File: config.mk
export PLATFORM = sky130hd
export DESIGN_NAME = fit_based_block_allocator
export DESIGN_NICKNAME = d
export VERILOG_FILES = /design/src/design/fbba_pkg.sv /design/src/design/fbba_ram.sv /design/src/design/fit_based_block_allocator.sv
export VERILOG_INCLUDE_DIRS = /design/src /design/src/design
export SDC_FILE = /design/constraint.sdc
export NUM_CORES = 1
export LEC_CHECK = 0
export BUFFER_PORTS_ARGS = -buffer_cell sky130_fd_sc_hd__buf_4
export CAP_MARGIN = 40
export CORE_ASPECT_RATIO = 1.75
export CORE_MARGIN = 2
export CORE_UTILIZATION = 55
export CTS_BUF_LIST = sky130_fd_sc_hd__clkbuf_8
export CTS_CLUSTER_SIZE = 10
export DETAILED_ROUTE_END_ITERATION = 10
export PLACE_DENSITY = 0.74
export SETUP_SLACK_MARGIN = 0.15
export SYNTH_ARGS = -nofsm -noshare
export SYNTH_HDL_FRONTEND = slang
export SYNTH_SLANG_ARGS = --single-unit
File: constraint.sdc
create_clock -name clk_i -period 6.15 [get_ports clk_i]
set_input_delay 1.5375 -clock clk_i [delete_from_list [all_inputs] [get_ports clk_i]]
set_output_delay 1.5375 -clock clk_i [all_outputs]
set_load 0.01 [all_outputs]
File: src/design/fit_based_block_allocator_assert.svh
// Assertion macros shared by the fit-based block allocator RTL.
// Depends on clk_i and rst_ni being present in the module that uses them.
`ifndef FIT_BASED_BLOCK_ALLOCATOR_ASSERT_SVH
`define FIT_BASED_BLOCK_ALLOCATOR_ASSERT_SVH

// Same-cycle implication, disabled during reset.
`define FBBA_ASSERT_IMPL(lbl, ante, cons) \
  lbl: assert property (@(posedge clk_i) disable iff (!rst_ni) (ante) |-> (cons)) \
    else $error("same-cycle check failed");

// Next-cycle implication, disabled during reset.
`define FBBA_ASSERT_NEXT(lbl, ante, cons) \
  lbl: assert property (@(posedge clk_i) disable iff (!rst_ni) (ante) |=> (cons)) \
    else $error("next-cycle check failed");

`endif

File: src/design/fbba_pkg.sv
// Shared types and constants of the fit-based block allocator.
// No dependencies; imported by the allocator top level and the bench.
package fbba_pkg;

  localparam int NUM_BLOCKS = 8;
  localparam int SIZE_BITS  = 16;
  localparam int BLK_W      = 3;
  localparam int OP_W       = 2;
  localparam int STS_W      = 2;
  localparam int MODE_W     = 2;
  localparam int BIU_W      = 4;
  localparam int CFG_IDX_W  = 1;
  localparam int CFG_DATA_W = 4;
  localparam int CNT_W      = $clog2(NUM_BLOCKS + 1);

  localparam logic [BIU_W-1:0] BIU_RESET = 4'd8;

  typedef enum logic [OP_W-1:0] {
    OP_LOAD    = 2'd0,
    OP_ALLOC   = 2'd1,
    OP_RESTORE = 2'd2
  } op_e;

  typedef enum logic [MODE_W-1:0] {
    FIT_FIRST = 2'd0,
    FIT_BEST  = 2'd1,
    FIT_WORST = 2'd2
  } fit_e;

  typedef enum logic [STS_W-1:0] {
    STS_DONE  = 2'd0,
    STS_ALLOC = 2'd1,
    STS_NOFIT = 2'd2
  } status_e;

  typedef enum logic [CFG_IDX_W-1:0] {
    CFG_FIT_MODE      = 1'b0,
    CFG_BLOCKS_IN_USE = 1'b1
  } cfg_reg_e;

  typedef enum logic [2:0] {
    S_IDLE,
    S_SCAN,
    S_RESTORE,
    S_WB,
    S_RESULT
  } state_e;

  typedef struct packed {
    logic [OP_W-1:0]      op;
    logic [BLK_W-1:0]     block_index;
    logic [SIZE_BITS-1:0] size_value;
  } fbba_in_t;

  typedef struct packed {
    logic [STS_W-1:0]     status;
    logic [BLK_W-1:0]     chosen_block;
    logic [SIZE_BITS-1:0] remaining_after;
  } fbba_out_t;

endpackage

File: src/design/fbba_ram.sv
// Generic simple dual-port RAM: one write port, one read port, registered read.
// No dependencies.
module fbba_ram #(
  parameter int WIDTH = 16,
  parameter int DEPTH = 8
) (
  input  logic                                   clk_i,
  input  logic                                   we_i,
  input  logic [((DEPTH > 1) ? $clog2(DEPTH) : 1)-1:0] waddr_i,
  input  logic [WIDTH-1:0]                       wdata_i,
  input  logic                                   re_i,
  input  logic [((DEPTH > 1) ? $clog2(DEPTH) : 1)-1:0] raddr_i,
  output logic [WIDTH-1:0]                       rdata_o
);

  logic [WIDTH-1:0] mem_q [DEPTH];
  logic [WIDTH-1:0] rdata_q;

  always_ff @(posedge clk_i) begin
    if (we_i) begin
      mem_q[waddr_i] <= wdata_i;
    end
    if (re_i) begin
      rdata_q <= mem_q[raddr_i];
    end
  end

  assign rdata_o = rdata_q;

endmodule

File: src/design/fit_based_block_allocator.sv
// Fit-based block allocator top level: table of block sizes in two RAMs plus scan control.
// Depends on fbba_pkg, fbba_ram and fit_based_block_allocator_assert.svh.
//
// Holds a table of NUM_BLOCKS memory blocks, each with an original and a
// remaining size, in two small RAMs with a registered read. One
// transaction in gives one transaction out. A load writes both sizes of one
// block. A restore copies every original size into the remaining sizes, one
// entry per cycle through the RAM read port. An allocate streams the
// remaining sizes of the scanned blocks through the read port, one per cycle,
// compares each against the request as it arrives, then writes the chosen
// block back. An allocate or restore runs through its reads, then a drain
// of the last read still in flight; an allocate then passes the write-back
// state. Every transaction ends in the result state, where the result enters
// the output register on the same edge as the block returns to idle. Items
// are worked one at a time; the next one is accepted as soon as the previous
// result sits in the output register, even if that result has not yet been
// taken. Fit mode 3 behaves as first fit, blocks_in_use of zero reports no
// fit. Every entry carries a valid bit cleared by reset, so unwritten entries
// read as zero and no clearing pass is needed.
module fit_based_block_allocator (
  input  logic                                clk_i,
  input  logic                                rst_ni,
  input  logic                                cfg_we_i,
  input  logic [fbba_pkg::CFG_IDX_W-1:0]      cfg_idx_i,
  input  logic [fbba_pkg::CFG_DATA_W-1:0]     cfg_wdata_i,
  input  logic                                in_valid_i,
  output logic                                in_ready_o,
  input  fbba_pkg::fbba_in_t                  in_data_i,
  output logic                                out_valid_o,
  input  logic                                out_ready_i,
  output fbba_pkg::fbba_out_t                 out_data_o
);

  import fbba_pkg::*;

  // Configuration registers.
  logic [MODE_W-1:0] fit_mode_q;
  logic [BIU_W-1:0]  biu_q;

  // Sequencer state.
  state_e            state_q, state_d;
  fbba_in_t          item_q;
  logic [CNT_W-1:0]  limit_q, limit_d;
  logic [CNT_W-1:0]  cnt_q;
  logic              pend_q;
  logic [BLK_W-1:0]  pidx_q;

  // Best candidate so far.
  logic                 found_q;
  logic [BLK_W-1:0]     pick_q;
  logic [SIZE_BITS-1:0] pick_val_q;

  // Result staging and output register.
  fbba_out_t res_q, res_d;
  logic      res_load;
  fbba_out_t out_q;
  logic      out_valid_q;
  logic      out_load;

  // Per-entry valid bits; an invalid entry reads as zero.
  logic [NUM_BLOCKS-1:0] orig_vld_q;
  logic [NUM_BLOCKS-1:0] rem_vld_q;

  // RAM ports.
  logic                 orig_we, orig_re;
  logic [BLK_W-1:0]     orig_waddr, orig_raddr;
  logic [SIZE_BITS-1:0] orig_wdata, orig_rdata;
  logic                 rem_we, rem_re;
  logic [BLK_W-1:0]     rem_waddr, rem_raddr;
  logic [SIZE_BITS-1:0] rem_wdata, rem_rdata;

  // Datapath helpers.
  logic                 accept;
  logic                 issue;
  logic                 sweep_done;
  logic [SIZE_BITS-1:0] rem_val;
  logic [SIZE_BITS-1:0] orig_val;
  logic                 take;
  logic [SIZE_BITS-1:0] new_rem;
  logic                 load_hit;

  // Output checks.
  logic                 out_nogrant;
  logic                 out_zero;

  fbba_ram #(.WIDTH(SIZE_BITS), .DEPTH(NUM_BLOCKS)) u_orig_ram (
    .clk_i   (clk_i),
    .we_i    (orig_we),
    .waddr_i (orig_waddr),
    .wdata_i (orig_wdata),
    .re_i    (orig_re),
    .raddr_i (orig_raddr),
    .rdata_o (orig_rdata)
  );

  fbba_ram #(.WIDTH(SIZE_BITS), .DEPTH(NUM_BLOCKS)) u_rem_ram (
    .clk_i   (clk_i),
    .we_i    (rem_we),
    .waddr_i (rem_waddr),
    .wdata_i (rem_wdata),
    .re_i    (rem_re),
    .raddr_i (rem_raddr),
    .rdata_o (rem_rdata)
  );

  assign in_ready_o  = (state_q == S_IDLE);
  assign accept      = in_valid_i && in_ready_o;
  assign out_valid_o = out_valid_q;
  assign out_data_o  = out_q;

  // Issue one read per cycle while the sweep counter is below its limit.
  assign issue      = ((state_q == S_SCAN) || (state_q == S_RESTORE)) && (cnt_q < limit_q);
  assign sweep_done = !issue && !pend_q;

  assign rem_val  = rem_vld_q[pidx_q]  ? rem_rdata  : '0;
  assign orig_val = orig_vld_q[pidx_q] ? orig_rdata : '0;
  assign new_rem  = pick_val_q - item_q.size_value;
  assign load_hit = (CNT_W'(in_data_i.block_index) < CNT_W'(NUM_BLOCKS));

  assign out_nogrant = out_valid_o && (out_data_o.status != STS_ALLOC);
  assign out_zero    = (out_data_o.chosen_block == '0) && (out_data_o.remaining_after == '0);

  // Candidate selection; ties keep the lower index.
  always_comb begin
    take = 1'b0;
    if (rem_val >= item_q.size_value) begin
      if (!found_q) begin
        take = 1'b1;
      end else if ((fit_mode_q == FIT_BEST) && (rem_val < pick_val_q)) begin
        take = 1'b1;
      end else if ((fit_mode_q == FIT_WORST) && (rem_val > pick_val_q)) begin
        take = 1'b1;
      end
    end
  end

  // Scan limit for a newly accepted item.
  always_comb begin
    case (in_data_i.op)
      OP_RESTORE: limit_d = CNT_W'(NUM_BLOCKS);
      OP_ALLOC: begin
        if (biu_q > BIU_W'(NUM_BLOCKS)) begin
          limit_d = CNT_W'(NUM_BLOCKS);
        end else begin
          limit_d = CNT_W'(biu_q);
        end
      end
      default: limit_d = '0;
    endcase
  end

  // Next state.
  always_comb begin
    state_d = state_q;
    case (state_q)
      S_IDLE: begin
        if (accept) begin
          case (in_data_i.op)
            OP_ALLOC:   state_d = S_SCAN;
            OP_RESTORE: state_d = S_RESTORE;
            default:    state_d = S_RESULT;
          endcase
        end
      end
      S_SCAN: begin
        if (sweep_done) begin
          state_d = S_WB;
        end
      end
      S_RESTORE: begin
        if (sweep_done) begin
          state_d = S_RESULT;
        end
      end
      S_WB:     state_d = S_RESULT;
      S_RESULT: begin
        if (!out_valid_q || out_ready_i) begin
          state_d = S_IDLE;
        end
      end
      default:  state_d = S_IDLE;
    endcase
  end

  // RAM controls and result staging.
  always_comb begin
    orig_we    = 1'b0;
    orig_waddr = in_data_i.block_index;
    orig_wdata = in_data_i.size_value;
    orig_re    = 1'b0;
    orig_raddr = cnt_q[BLK_W-1:0];
    rem_we     = 1'b0;
    rem_waddr  = in_data_i.block_index;
    rem_wdata  = in_data_i.size_value;
    rem_re     = 1'b0;
    rem_raddr  = cnt_q[BLK_W-1:0];
    res_load   = 1'b0;
    res_d      = '0;
    out_load   = 1'b0;
    case (state_q)
      S_IDLE: begin
        // Load writes both tables at once; every accepted op starts from a clean result.
        if (accept) begin
          res_load = 1'b1;
          if ((in_data_i.op == OP_LOAD) && load_hit) begin
            orig_we = 1'b1;
            rem_we  = 1'b1;
          end
        end
      end
      S_SCAN: begin
        rem_re = issue;
      end
      S_RESTORE: begin
        orig_re   = issue;
        rem_we    = pend_q;
        rem_waddr = pidx_q;
        rem_wdata = orig_val;
      end
      S_WB: begin
        res_load = 1'b1;
        if (found_q) begin
          rem_we             = 1'b1;
          rem_waddr          = pick_q;
          rem_wdata          = new_rem;
          res_d.status       = STS_ALLOC;
          res_d.chosen_block = pick_q;
          res_d.remaining_after = new_rem;
        end else begin
          res_d.status = STS_NOFIT;
        end
      end
      S_RESULT: begin
        out_load = !out_valid_q || out_ready_i;
      end
      default: ;
    endcase
  end

  always_ff @(posedge clk_i or negedge rst_ni) begin
    if (!rst_ni) begin
      state_q     <= S_IDLE;
      fit_mode_q  <= FIT_FIRST;
      biu_q       <= BIU_RESET;
      cnt_q       <= '0;
      pend_q      <= 1'b0;
      found_q     <= 1'b0;
      out_valid_q <= 1'b0;
      orig_vld_q  <= '0;
      rem_vld_q   <= '0;
    end else begin
      state_q <= state_d;

      if (cfg_we_i) begin
        case (cfg_idx_i)
          CFG_FIT_MODE:      fit_mode_q <= cfg_wdata_i[MODE_W-1:0];
          CFG_BLOCKS_IN_USE: biu_q      <= cfg_wdata_i[BIU_W-1:0];
          default: ;
        endcase
      end

      // Advance the sweep counter; the read issued now returns next cycle.
      if (accept) begin
        cnt_q <= '0;
      end else if (issue) begin
        cnt_q <= cnt_q + CNT_W'(1);
      end
      pend_q <= issue;

      if (accept) begin
        found_q <= 1'b0;
      end else if ((state_q == S_SCAN) && pend_q && take) begin
        found_q <= 1'b1;
      end

      if (orig_we) begin
        orig_vld_q[orig_waddr] <= 1'b1;
      end
      if (rem_we) begin
        rem_vld_q[rem_waddr] <= 1'b1;
      end

      if (out_load) begin
        out_valid_q <= 1'b1;
      end else if (out_ready_i) begin
        out_valid_q <= 1'b0;
      end
    end
  end

  // Payload registers: no reset needed.
  always_ff @(posedge clk_i) begin
    if (accept) begin
      item_q  <= in_data_i;
      limit_q <= limit_d;
    end
    if (issue) begin
      pidx_q <= cnt_q[BLK_W-1:0];
    end
    if ((state_q == S_SCAN) && pend_q && take) begin
      pick_q     <= pidx_q;
      pick_val_q <= rem_val;
    end
    if (res_load) begin
      res_q <= res_d;
    end
    if (out_load) begin
      out_q <= res_q;
    end
  end

`include "fit_based_block_allocator_assert.svh"

  // An accepted transaction always leaves the idle state.
  `FBBA_ASSERT_NEXT(a_accept_leaves_idle, accept, state_q != S_IDLE)
  // A granted block lies inside the scanned range.
  `FBBA_ASSERT_IMPL(a_pick_in_range, (state_q == S_WB) && found_q, CNT_W'(pick_q) < limit_q)
  // Non-grant results carry zero block and zero remainder.
  `FBBA_ASSERT_IMPL(a_nogrant_zero, out_nogrant, out_zero)
  // A waiting result is never overwritten.
  `FBBA_ASSERT_NEXT(a_result_waits, (state_q == S_RESULT) && out_valid_o && !out_ready_i, state_q == S_RESULT)

endmodule

==> impl_metrics.yaml <==
outcome:
  status: "finished clean"
worst_setup_path:
  crit_type: "register to register"
  critPathArrivalTime_ps: 4250
  path_max_fanout: 19
  rr_startpoint: "pidx_q[2]"
  endpoint_kind: "register"
  reg2regPathDepth: 11
  start_kind: "register"
  rr_endpoint: "pick_val_q[7]"
  r2r_setup_slack_ps: 2180
  crit_required_ps: 6430
power:
  power_density_nw_per_um2: 388
  peakVddDrop_uv: 233
  leakage_nw: 6.78
final_layout:
  drive_gt1_share_pct: 26.8
  final_common_cell: "edfxtp_1"
  final_cell_mix: "edfxtp_1, buf_4, inv_1, mux4_2, clkbuf_8"
  syn_to_final_growth_pct: 12.3
  final_nets: 1154
logic_synthesis:
  syn_area_per_cell_um2: 17.6
  synthCells: 960
  synthMuxAreaShare_pct: 12.1
  synth.distinct_cells: 65
  synth_edf_count: 372
  synth-compound-area-share_pct: 4.98
  synthAdderAreaFrac_pct: 3.97
  dominantRegCellSynth: "edfxtp_1"
  synth_top_family_by_area: "multiplexers"
  synth_xor_area_share_pct: 0.519
  synthSimpleGateAreaFrac_pct: 5.70
  yosys_warnings: 0
  synth_nets: 1044
  ys_seq_area_share_pct: 70.9
  synthArstFlopShare_pct: 7.92
  netlist_area_um2: 16900
  ys_ff_latch: 404
routing:
  first_pass_iters: 5
  totalWireLength_um: 36500
  antenna_left: 0
  first_iter_violations: 757
  wl_per_cell_um: 24.3
  viasPerCell: 5.99
  vias: 8995
  route.detailed.drc: 0
grt:
  grt_pass1_wl_um: 55700
  grt_usage_pct: 23.8
  grt_max_degree: 57
  grt_overflow_total: 0
  antenna_found_initial: 2
  grt_pass1_vias: 9492
timing:
  finClkSkew_ps: 32.8
  fin_ws_ps: 2180
  hold_viol_final: 0
  period_share_pct: 64.5
  slew_headroom_pct: 40.0
  timing.fmax_mhz: 252
  drv_slew: 0
  finalSetupViolCount: 0
  grt_setup_unrepaired: "no"
  worstMarginPinSlew_ps: 899
  min_period_ps: 3970
  finalSetupTns_ps: 0
cts:
  h-tree-depth: 2
  cts_resized: 0
  clock-root-buffer: "clkbuf_8"
  clock-sinks: 404
  cts_tree: "built"
  path_clk_slew_ps: 70
  cts_buffers: 54
  post-cts-setup-buffers: 0
  postCtsHoldBufs: 0
  clk_latency_ps: 620
  clockBufferDepth: 3
floorplanning:
  start_util_pct: 56.0
  dieArea_um2: 32200
  core-area_um2: 30200
  fp-row-count: 84
  die_x_um: 136
  boundaryPins: 54
  die-height_um: 236
placed_design:
  hpwl_um: 25200
  gp_congestion: 0.907
  portBuffers: 53
  place_ws_ps: 1970
run:
  drv_cap: 0
min_path:
  hold_end: "out_data_o[14]"
  hold_class: "register to register"
  holdPathStages: 0
  hp-start: "res_q[14]"
cell usage after synthesis, types with 3 or more instances:
cell type  count  area share (%)
xor2_1         3            0.16
nor2_1        41            0.91
mux4_2        66             8.8
a221o_1        7            0.41
nor3_1        16            0.47
dfrtp_1       31             4.6
mux2_2        38             2.5
o21ai_0       21            0.62
o31ai_1        3            0.13
a21oi_1       22            0.65
a22oi_1        7            0.31
mux2i_1        6            0.36
nor4bb_1       3            0.18
clkbuf_1      18            0.40
and2_2         5            0.22
o221ai_1       3            0.16
a211o_1        4            0.21
a211oi_1       6            0.27
o21a_1         5            0.22
xnor2_1        7            0.36
inv_1         48             1.1
nand2_1       33            0.73
nand2b_1       8            0.30
and4_1         3            0.16
nand3_1       18            0.53
ha_1          52             3.9
or3_1          4            0.15
or2_2         17            0.63
nor2b_1        7            0.26
a31oi_1        3            0.11
nand4_1        6            0.22
buf_2          7            0.21
a21o_1        13            0.58
edfxtp_1     372              66
buf_1          6            0.13
and2_1        17            0.63
per-stage QoR:
stage / instance area (µm²) / total power (W) / cells / util (%) / hold slack [ps]
finish: 19000 / 0.00736 / 1501 / 62.9 / 421
global route: 19000 / 0.00771 / 1501 / 62.9 / 430
CTS: 19000 / 0.00742 / 1500 / 62.8 / 422
detailed placement: 18000 / 0.00556 / 1401 / 59.6 / 405
global placement: 17900 / 0.00550 / 1396 / 59.3 / 401
floorplan: 16900 / 0.00493 / 960 / - / 400
layer usage:
metal	part of all wire (%)	GRT usage [%]
met1	35	26.5
met5	0	0
met4	6.5	15.0
met3	4.7	3.59
met2	54	41.8
registers in the layout, summed over array words and instances (netlist names):
signal and cells:
out_data_o 21, biu_q 4, u_rem_ram.rdata_o 16, fit_mode_q 2, found_q 1, pend_q 1
res_q 21, state_q 3, u_rem_ram.mem_q 128, rem_vld_q 8, item_q 16, cnt_q 4
pidx_q 3, u_orig_ram.rdata_o 16, pick_q 3, orig_vld_q 8, u_orig_ram.mem_q 128, out_valid_o 1
pick_val_q 16, limit_q 4
worst max path at each step:
stage                     startpoint                     end  slack, ps  cells past startpoint
final                      pidx_q[2]           pick_val_q[7]       2180                     11
after global routing       pidx_q[2]           pick_val_q[7]       2010                     11
after CTS                  pidx_q[2]           pick_val_q[7]       2220                     11
after detailed placement  in_valid_i  u_rem_ram.mem_q[4][10]       1970                      8
after global placement    in_valid_i  u_rem_ram.mem_q[4][10]       2150                      8
after floorplan            pidx_q[2]               pick_q[0]       1330                     11
cell families after synthesis:
| logic type | count (synthesis) |
|---|---|
| flip-flops | 404 |
| AND/OR/NAND/NOR | 185 |
| AO/OA/AOI/OAI | 115 |
| multiplexers | 113 |
| buffers and inverters | 80 |
| adder cells (fa/ha/maj) | 53 |
| XOR/XNOR | 10 |
critical path: stages, from the launching register on:
cell,delay (ps)
edfxtp_1,510
mux4_1,590
mux2_4,380
and2_1,220
ha_1,290
a21oi_1,150
o21ai_0,110
a221oi_1,290
o21ai_0,240
or2_0,290
a311oi_2,230
buf_4,330
final cells by class:
class                   count  area [µm²]
inverters                  49         184
repair buffers             85         681
multi-input cells         476        4640
clock inverters            42         208
clock buffers              57         785
fillers                  2085       11200
flip-flops and latches    404       12000
diodes                      1        2.50
well taps                 387         484
where the power goes:
part	total, W	switching [W]	internal [W]
Clock	0.00186	0.000962	0.000902
Sequential	0.00364	0.000196	0.00345
Combinational	0.00185	0.00102	0.000835
Total	0.00736	0.00218	0.00518
Power figures use the tool's default switching activity.
